`src/rcbd_pkg.sv`:
```
// Package for the RC discharge button decoder.
// Holds shared widths, register indexes, button codes, word types and the threshold ladder.
// No dependencies.
`timescale 1ns / 1ps
`default_nettype none

package rcbd_pkg;

    localparam int TIME_BITS   = 16;
    localparam int ELAPSED_W   = 16;
    localparam int CHARGE_W    = 8;
    localparam int TIMEOUT_W   = 16;
    localparam int CFG_INDEX_W = 1;
    localparam int CFG_DATA_W  = 16;
    localparam int BUTTON_W    = 4;

    localparam logic [CHARGE_W-1:0]  CHARGE_POLLS_RESET  = CHARGE_W'(240);
    localparam logic [TIMEOUT_W-1:0] PRESS_TIMEOUT_RESET = TIMEOUT_W'(1000);

    typedef enum logic [CFG_INDEX_W-1:0] {
        CFG_CHARGE_POLLS  = 1'b0,
        CFG_PRESS_TIMEOUT = 1'b1
    } t_cfg_reg;

    typedef enum logic [BUTTON_W-1:0] {
        BTN_NONE      = 4'd0,
        BTN_VOL_PLUS  = 4'd1,
        BTN_VOL_MINUS = 4'd2,
        BTN_PLUS      = 4'd3,
        BTN_MINUS     = 4'd4,
        BTN_PLAY      = 4'd5,
        BTN_STOP      = 4'd6,
        BTN_FWD       = 4'd7,
        BTN_REV       = 4'd8
    } t_button;

    typedef enum logic [3:0] {
        PH_DRIVE   = 4'b0001,
        PH_CHARGE  = 4'b0010,
        PH_RELEASE = 4'b0100,
        PH_WAIT    = 4'b1000
    } t_phase;

    localparam logic [TIME_BITS-1:0] TH_NONE      = TIME_BITS'(230);
    localparam logic [TIME_BITS-1:0] TH_PLUS      = TIME_BITS'(200);
    localparam logic [TIME_BITS-1:0] TH_VOL_PLUS  = TIME_BITS'(170);
    localparam logic [TIME_BITS-1:0] TH_VOL_MINUS = TIME_BITS'(140);
    localparam logic [TIME_BITS-1:0] TH_STOP      = TIME_BITS'(120);
    localparam logic [TIME_BITS-1:0] TH_MINUS     = TIME_BITS'(90);
    localparam logic [TIME_BITS-1:0] TH_FWD       = TIME_BITS'(65);
    localparam logic [TIME_BITS-1:0] TH_PLAY      = TIME_BITS'(26);
    localparam logic [TIME_BITS-1:0] TH_REV       = TIME_BITS'(15);

    typedef struct packed {
        logic                 comparator_high;
        logic [TIME_BITS-1:0] time_now;
    } t_poll;

    typedef struct packed {
        logic                 drive_high;
        logic                 measure_done;
        logic [ELAPSED_W-1:0] elapsed_ticks;
        t_button              button_code;
        logic                 pressed;
    } t_result;

    function automatic t_button decode_button(input logic [TIME_BITS-1:0] t);
        t_button code;
        if (t > TH_NONE) begin
            code = BTN_NONE;
        end else if (t > TH_PLUS) begin
            code = BTN_PLUS;
        end else if (t > TH_VOL_PLUS) begin
            code = BTN_VOL_PLUS;
        end else if (t > TH_VOL_MINUS) begin
            code = BTN_VOL_MINUS;
        end else if (t > TH_STOP) begin
            code = BTN_STOP;
        end else if (t > TH_MINUS) begin
            code = BTN_MINUS;
        end else if (t > TH_FWD) begin
            code = BTN_FWD;
        end else if (t > TH_PLAY) begin
            code = BTN_PLAY;
        end else if (t > TH_REV) begin
            code = BTN_REV;
        end else begin
            code = BTN_NONE;
        end
        return code;
    endfunction

endpackage

`default_nettype wire

```
`src/rc_discharge_button_decoder_top.sv`:
```
// RC discharge button decoder: a resistor-ladder keypad read by the discharge time of its sense line.
//
// Each input word is one poll: the comparator level and the free-running tick counter.
// Every poll gives exactly one result word: the sense line drive, a capture flag with the
// elapsed ticks and the decoded button, and the pressed level flag.
// The configuration channel writes charge_polls (index 0) and press_timeout (index 1);
// it is always ready; the user must write it only while no poll is in flight, the block does not enforce it.
// After its poll is accepted, the poll sits in the input register, then the phase machine and
// threshold ladder load the result register, whose word a ready receiver then takes.
// Throughput is one poll per cycle while the receiver does not stall, as the phase state updates per poll.
// Reset clears the phase machine to the drive phase, the pressed flag, the valid flags of both
// word registers, and loads charge_polls with 240 and press_timeout with 1000.
// When the receiver stalls, the result register holds its word, the input register fills,
// and o_in_ready drops until the receiver takes the waiting result.
// Depends on rcbd_pkg, rcbd_in_stage, rcbd_core and rcbd_out_stage.
`timescale 1ns / 1ps
`default_nettype none

module rc_discharge_button_decoder_top (
    input  wire                              i_clk,
    input  wire                              i_rst_n,
    input  wire                              i_in_valid,
    output logic                             o_in_ready,
    input  wire                              i_comparator_high,
    input  wire  [rcbd_pkg::TIME_BITS-1:0]   i_time_now,
    output logic                             o_out_valid,
    input  wire                              i_out_ready,
    output logic                             o_drive_high,
    output logic                             o_measure_done,
    output logic [rcbd_pkg::ELAPSED_W-1:0]   o_elapsed_ticks,
    output logic [rcbd_pkg::BUTTON_W-1:0]    o_button_code,
    output logic                             o_pressed,
    input  wire                              i_cfg_valid,
    output logic                             o_cfg_ready,
    input  wire  [rcbd_pkg::CFG_INDEX_W-1:0] i_cfg_index,
    input  wire  [rcbd_pkg::CFG_DATA_W-1:0]  i_cfg_data
);
    import rcbd_pkg::*;

    logic    stage_valid;
    t_poll   stage_poll;
    logic    advance;
    t_result result;

    assign o_cfg_ready = 1'b1;

    rcbd_in_stage u_in_stage (
        .i_clk             (i_clk),
        .i_rst_n           (i_rst_n),
        .i_in_valid        (i_in_valid),
        .o_in_ready        (o_in_ready),
        .i_comparator_high (i_comparator_high),
        .i_time_now        (i_time_now),
        .i_advance         (advance),
        .o_valid           (stage_valid),
        .o_poll            (stage_poll)
    );

    rcbd_core u_core (
        .i_clk       (i_clk),
        .i_rst_n     (i_rst_n),
        .i_cfg_valid (i_cfg_valid && o_cfg_ready),
        .i_cfg_index (i_cfg_index),
        .i_cfg_data  (i_cfg_data),
        .i_step      (stage_valid && advance),
        .i_poll      (stage_poll),
        .o_result    (result)
    );

    rcbd_out_stage u_out_stage (
        .i_clk           (i_clk),
        .i_rst_n         (i_rst_n),
        .i_valid         (stage_valid),
        .i_result        (result),
        .o_advance       (advance),
        .o_out_valid     (o_out_valid),
        .i_out_ready     (i_out_ready),
        .o_drive_high    (o_drive_high),
        .o_measure_done  (o_measure_done),
        .o_elapsed_ticks (o_elapsed_ticks),
        .o_button_code   (o_button_code),
        .o_pressed       (o_pressed)
    );

endmodule

`default_nettype wire

```
`src/rcbd_in_stage.sv`:
```
// Input register of the RC discharge button decoder.
// Holds one accepted poll word until the core takes it; depends on rcbd_pkg.
`timescale 1ns / 1ps
`default_nettype none

module rcbd_in_stage (
    input  wire                          i_clk,
    input  wire                          i_rst_n,
    input  wire                          i_in_valid,
    output logic                         o_in_ready,
    input  wire                          i_comparator_high,
    input  wire  [rcbd_pkg::TIME_BITS-1:0] i_time_now,
    input  wire                          i_advance,
    output logic                         o_valid,
    output rcbd_pkg::t_poll              o_poll
);
    import rcbd_pkg::*;

    logic  r_valid;
    t_poll r_poll;

    assign o_in_ready = !r_valid || i_advance;
    assign o_valid    = r_valid;
    assign o_poll     = r_poll;

    always_ff @(posedge i_clk) begin
        if (!i_rst_n) begin
            r_valid <= 1'b0;
        end else if (o_in_ready) begin
            r_valid <= i_in_valid;
        end
    end

    always_ff @(posedge i_clk) begin
        if (i_in_valid && o_in_ready) begin
            r_poll.comparator_high <= i_comparator_high;
            r_poll.time_now        <= i_time_now;
        end
    end

endmodule

`default_nettype wire

```
`src/rcbd_core.sv`:
```
// Phase machine, configuration registers and result logic of the RC discharge button decoder.
// Depends on rcbd_pkg for types, widths and the threshold ladder.
`timescale 1ns / 1ps
`default_nettype none

module rcbd_core (
    input  wire                             i_clk,
    input  wire                             i_rst_n,
    input  wire                             i_cfg_valid,
    input  wire  [rcbd_pkg::CFG_INDEX_W-1:0] i_cfg_index,
    input  wire  [rcbd_pkg::CFG_DATA_W-1:0]  i_cfg_data,
    input  wire                             i_step,
    input  rcbd_pkg::t_poll                 i_poll,
    output rcbd_pkg::t_result               o_result
);
    import rcbd_pkg::*;

    logic [CHARGE_W-1:0]  r_charge_polls;
    logic [TIMEOUT_W-1:0] r_press_timeout;

    t_phase               r_phase,        n_phase;
    logic [CHARGE_W-1:0]  r_charge_count, n_charge_count;
    logic [TIME_BITS-1:0] r_start_stamp,  n_start_stamp;
    logic                 r_pressed,      n_pressed;
    logic                 r_pin_driven,   n_pin_driven;

    logic [TIME_BITS-1:0] diff;
    t_button              button;
    logic                 done;

    assign diff   = i_poll.time_now - r_start_stamp;
    assign button = decode_button(diff);

    always_ff @(posedge i_clk) begin
        if (!i_rst_n) begin
            r_charge_polls  <= CHARGE_POLLS_RESET;
            r_press_timeout <= PRESS_TIMEOUT_RESET;
        end else if (i_cfg_valid) begin
            case (t_cfg_reg'(i_cfg_index))
                CFG_CHARGE_POLLS:  r_charge_polls  <= i_cfg_data[CHARGE_W-1:0];
                CFG_PRESS_TIMEOUT: r_press_timeout <= i_cfg_data[TIMEOUT_W-1:0];
                default:           r_charge_polls  <= r_charge_polls;
            endcase
        end
    end

    always_comb begin
        n_phase        = r_phase;
        n_charge_count = r_charge_count;
        n_start_stamp  = r_start_stamp;
        n_pressed      = r_pressed;
        n_pin_driven   = r_pin_driven;
        done           = 1'b0;
        case (r_phase)
            PH_DRIVE: begin
                n_pin_driven = 1'b1;
                n_phase      = PH_CHARGE;
            end
            PH_CHARGE: begin
                if (r_charge_count >= r_charge_polls) begin
                    n_phase        = PH_RELEASE;
                    n_charge_count = '0;
                end else begin
                    n_charge_count = r_charge_count + CHARGE_W'(1);
                end
            end
            PH_RELEASE: begin
                n_start_stamp = i_poll.time_now;
                n_pin_driven  = 1'b0;
                n_phase       = PH_WAIT;
            end
            PH_WAIT: begin
                if (i_poll.comparator_high) begin
                    done      = 1'b1;
                    n_pressed = 1'b1;
                    n_phase   = PH_DRIVE;
                end
                if (diff > TIME_BITS'(r_press_timeout)) begin
                    n_pressed = 1'b0;
                end
            end
            default: begin
                n_phase = PH_DRIVE;
            end
        endcase
    end

    always_comb begin
        o_result.drive_high    = n_pin_driven;
        o_result.measure_done  = done;
        o_result.elapsed_ticks = done ? ELAPSED_W'(diff) : '0;
        o_result.button_code   = done ? button : BTN_NONE;
        o_result.pressed       = n_pressed;
    end

    always_ff @(posedge i_clk) begin
        if (!i_rst_n) begin
            r_phase        <= PH_DRIVE;
            r_charge_count <= '0;
            r_start_stamp  <= '0;
            r_pressed      <= 1'b0;
            r_pin_driven   <= 1'b0;
        end else if (i_step) begin
            r_phase        <= n_phase;
            r_charge_count <= n_charge_count;
            r_start_stamp  <= n_start_stamp;
            r_pressed      <= n_pressed;
            r_pin_driven   <= n_pin_driven;
        end
    end

endmodule

`default_nettype wire

```
`src/rcbd_out_stage.sv`:
```
// Result register of the RC discharge button decoder.
// Holds one result word until the receiver takes it; depends on rcbd_pkg.
`timescale 1ns / 1ps
`default_nettype none

module rcbd_out_stage (
    input  wire                             i_clk,
    input  wire                             i_rst_n,
    input  wire                             i_valid,
    input  rcbd_pkg::t_result               i_result,
    output logic                            o_advance,
    output logic                            o_out_valid,
    input  wire                             i_out_ready,
    output logic                            o_drive_high,
    output logic                            o_measure_done,
    output logic [rcbd_pkg::ELAPSED_W-1:0]  o_elapsed_ticks,
    output logic [rcbd_pkg::BUTTON_W-1:0]   o_button_code,
    output logic                            o_pressed
);
    import rcbd_pkg::*;

    logic    r_valid;
    t_result r_result;

    assign o_advance       = !r_valid || i_out_ready;
    assign o_out_valid     = r_valid;
    assign o_drive_high    = r_result.drive_high;
    assign o_measure_done  = r_result.measure_done;
    assign o_elapsed_ticks = r_result.elapsed_ticks;
    assign o_button_code   = r_result.button_code;
    assign o_pressed       = r_result.pressed;

    always_ff @(posedge i_clk) begin
        if (!i_rst_n) begin
            r_valid <= 1'b0;
        end else if (o_advance) begin
            r_valid <= i_valid;
        end
    end

    always_ff @(posedge i_clk) begin
        if (o_advance && i_valid) begin
            r_result <= i_result;
        end
    end

endmodule

`default_nettype wire

```
`config.mk`:
```
export PLATFORM = sky130hd
export DESIGN_NAME = rc_discharge_button_decoder_top
export DESIGN_NICKNAME = d
export VERILOG_FILES = /design/src/rcbd_pkg.sv /design/src/rc_discharge_button_decoder_top.sv /design/src/rcbd_in_stage.sv /design/src/rcbd_core.sv /design/src/rcbd_out_stage.sv
export SDC_FILE = /design/constraint.sdc
export NUM_CORES = 1
export LEC_CHECK = 0
export ABC_AREA = 1
export BUFFER_PORTS_ARGS = -buffer_cell sky130_fd_sc_hd__buf_2
export CORE_MARGIN = 4
export CORE_UTILIZATION = 46
export DETAILED_ROUTE_END_ITERATION = 8
export PLACE_DENSITY_LB_ADDON = 0.3
export SYNTH_ARGS = -nofsm -noshare
export SYNTH_HDL_FRONTEND = slang
export SYNTH_SLANG_ARGS = --single-unit
```
`constraint.sdc`:
```
create_clock -name i_clk -period 4.75 [get_ports i_clk]
set_clock_uncertainty 0.05 [all_clocks]
set_input_delay 0.475 -clock i_clk [delete_from_list [all_inputs] [get_ports i_clk]]
set_output_delay 0.475 -clock i_clk [all_outputs]
set_load 0.03 [all_outputs]
```
==> flow_summary.yaml <==
critical_path:
  cp.required_ps: 4980
  rrSetupSlack_ps: 1710
  rr_startpoint: "u_in_stage.o_poll[0]"
  rr_worst_depth: 21
  cp_max_fo: 4
  r2r-end: "u_core.r_pressed"
  crit_end: "u_core.r_pressed"
  crit_type: "flip-flop to flip-flop"
  critPathLaunch: "u_in_stage.o_poll[0]"
  end_kind: "flip-flop"
  start_kind: "flip-flop"
  arrival_ps: 3260
clock_tree:
  cts_resized: 0
  numCtsBuffers: 9
  clk_pin_slew_ps: 70
  cts_setup_buffers: 0
  root_buffer: "clkbuf_16"
  clkLatencyLatePin_ps: 350
  cts_sinks: 96
  tritoncts: "built"
  clock_path_buffers: 2
  htreeDepth: 3
  hold_buffers: 0
pwr:
  cellLeakagePower_uw: 0.002998
  seqPwrFrac_pct: 46.2
  combinationalPowerShare_pct: 15.9
  p_int_uw: 1418
  vdd_drop_max_mv: 0.2159
  sw_frac_of_total_pct: 27.58
  switching_power_uw: 539.9
  pwr-share-clk_pct: 37.9
  p_per_area_nw_per_um2: 308.8
logic_synthesis:
  seq_area_frac_synth_pct: 41.60
  yosysUniqueCellTypes: 36
  syn_nets: 811
  synthCells: 732
  ys_ff_latch: 96
  async_flop_share_pct: 0
  syn_area_um2: 5583
  yosys_most_used_dff: "dfxtp_1"
  avgSynthCellArea_um2: 7.627
  synth_edf_count: 40
  yosysWarnings: 0
die:
  initial_core_util_pct: 47.87
  ioPinCount: 65
  die_y_um: 118.2
  die-area_um2: 13960
  coreArea_um2: 11660
  num_rows: 39
  die_w_um: 118.2
placement:
  dp_cells: 927
  gp_congestion: 0.9436
  place_area_um2: 6036
  portBuffers: 63
  dp_hpwl_mm: 9.712
sta:
  final-max-slew-violation-count: 0
  hold_viol_final: 0
  hold-worst-slack_ps: 250.2
  slew_headroom_pct: 49.97
  post-route-period-util_pct: 63.90
  rsz0062_at_grt: "no"
  fmax_ghz: 0.3295
  tns_ps: 0
  setup_viol: 0
  tightest_slew_ps: 749.6
  period_minus_slack_ps: 3035
final_layout:
  syn_to_final_growth_pct: 13.58
  fin_area_um2: 6341
  layout-drive-gt1-share_pct: 17.00
  layout_common_cells: "nand2_1, inv_1, nor2_1"
  final_cells: 943
  diodes: 0
  final_nets: 874
  layout_commonest_cell: "nand2_1"
detailed_routing:
  vias: 4840
  viasPerCell: 5.133
  wl_per_cell_um: 13.11
  antenna_left: 0
  drt-total-wl_mm: 12.36
  drc: 0
  firstDrtPassIters: 5
  drt_iter0_drc: 268
job:
  max_cap_viol_count: 0
global_route:
  grt_max_degree: 44
  grt_pass1_wl_mm: 21.17
  antenna_found_initial: 0
  grt_util_all_layers_pct: 18.43
  overflow: 0
  grt_pass1_vias: 4627
status:
  status: "complete, no violations"
min_path:
  hold_path_class: "input port to flip-flop"
## per-layer routing
metal  vias to the layer above  track usage, %  share of wire (%)
met3                        16           3.295                6.1
met4                         0           7.766                2.1
met1                      2201           24.39                 46
li1                       2494               -                  -
met2                       129           29.80                 46
met5                         -               0                  0
## power groups by stage
stage | combinational, µW | clock [µW] | sequential (µW)
2_1_floorplan | 211 | 0 | 936
3_3_place_gp | 300 | 0 | 922
3_5_place_dp | 309 | 0 | 923
4_1_cts | 311 | 761 | 905
5_1_grt | 355 | 795 | 908
6_report | 311 | 742 | 905
## state kept, by name (all words and copies together) (netlist names)
signal                       count
u_core.r_charge_count            8
u_out_stage.o_button_code        4
u_core.r_start_stamp            16
u_in_stage.o_poll               17
u_out_stage.o_pressed            1
u_out_stage.o_elapsed_ticks     16
u_out_stage.o_measure_done       1
u_core.r_pin_driven              1
u_core.r_press_timeout          16
u_core.r_charge_polls            8
u_core.r_phase                   4
u_in_stage.o_valid               1
u_core.r_pressed                 1
u_out_stage.o_out_valid          1
u_out_stage.o_drive_high         1
## Yosys cell counts, drive strengths merged, types with 2 or more instances
master | count | area share (%)
nand3 | 43 | 4.2
clkbuf | 11 | 0.74
o211ai | 14 | 1.9
nor3 | 8 | 0.81
o21ai | 39 | 3.7
or2 | 3 | 0.34
ha | 39 | 8.7
nand2 | 196 | 15
nor2 | 78 | 5.9
nand3b | 5 | 0.67
inv | 118 | 7.9
nand4 | 6 | 0.67
dfxtp | 56 | 20
xor2 | 6 | 1.1
edfxtp | 40 | 22
a21oi | 60 | 5.7
a211oi | 2 | 0.27
## logic make-up after synthesis
| kind of cell | Yosys count | synth area share [%] |
|---|---|---|
| AOI/OAI and AO/OA | 115 | 11.56 |
| xor gates and xnor gates | 7 | 1.233 |
| adders and majority gates | 40 | 9.099 |
| buffers and inverters | 131 | 8.875 |
| DFF | 96 | 41.60 |
| other | 1 | 0.06717 |
| and+or+nand+nor | 342 | 27.57 |
## worst max-delay path, cell delays in order (launching register included)
cell,delay (ps)
edfxtp_1,320
inv_1,50
ha_1,220
fa_1,410
inv_1,100
nand3_1,110
nand2_2,130
nand2_2,70
nand2_2,70
nand2_1,60
nand2_2,140
inv_1,80
ha_1,190
a21oi_1,140
nor2_1,60
a211oi_1,220
nor2_1,80
nor2_1,130
nand2_1,70
nand2_1,60
nand2_1,70
a21oi_1,130
## worst min-delay path by stage
stage | cells after the start | start | slack [ps] | end
finish | 1 | i_time_now[5] | 250 | u_in_stage.o_poll[5]
global route | 1 | i_time_now[9] | 230 | u_in_stage.o_poll[9]
CTS | 1 | i_time_now[5] | 240 | u_in_stage.o_poll[5]
detailed placement | 2 | u_core.r_start_stamp[12] | 400 | u_core.r_start_stamp[12]
global placement | 2 | u_core.r_start_stamp[6] | 390 | u_core.r_start_stamp[6]
floorplan | 2 | u_core.r_start_stamp[8] | 380 | u_core.r_start_stamp[8]
## final cells by class
class                           instances  area [µm²]
Tap cell                              143       178.9
Inverter                              119       446.7
Fill cell                            1064        5321
Multi-Input combinational cell        505        2765
Timing Repair Buffer                   64       322.8
Clock inverter                          6       66.31
Clock buffer                           10       239.0
Sequential cell                        96        2322
## per-stage QoR
| step | util [%] | worst slack (ps) | power (µW) |
|---|---|---|---|
| floorplan | - | 2162 | 1147 |
| global placement | 51.75 | 1910 | 1222 |
| detailed placement | 51.75 | 1786 | 1232 |
| CTS | 54.37 | 1765 | 1976 |
| global route | 54.37 | 1376 | 2058 |
| finish | 54.37 | 1715 | 1958 |
No activity file was read; power rests on OpenSTA's default activity.
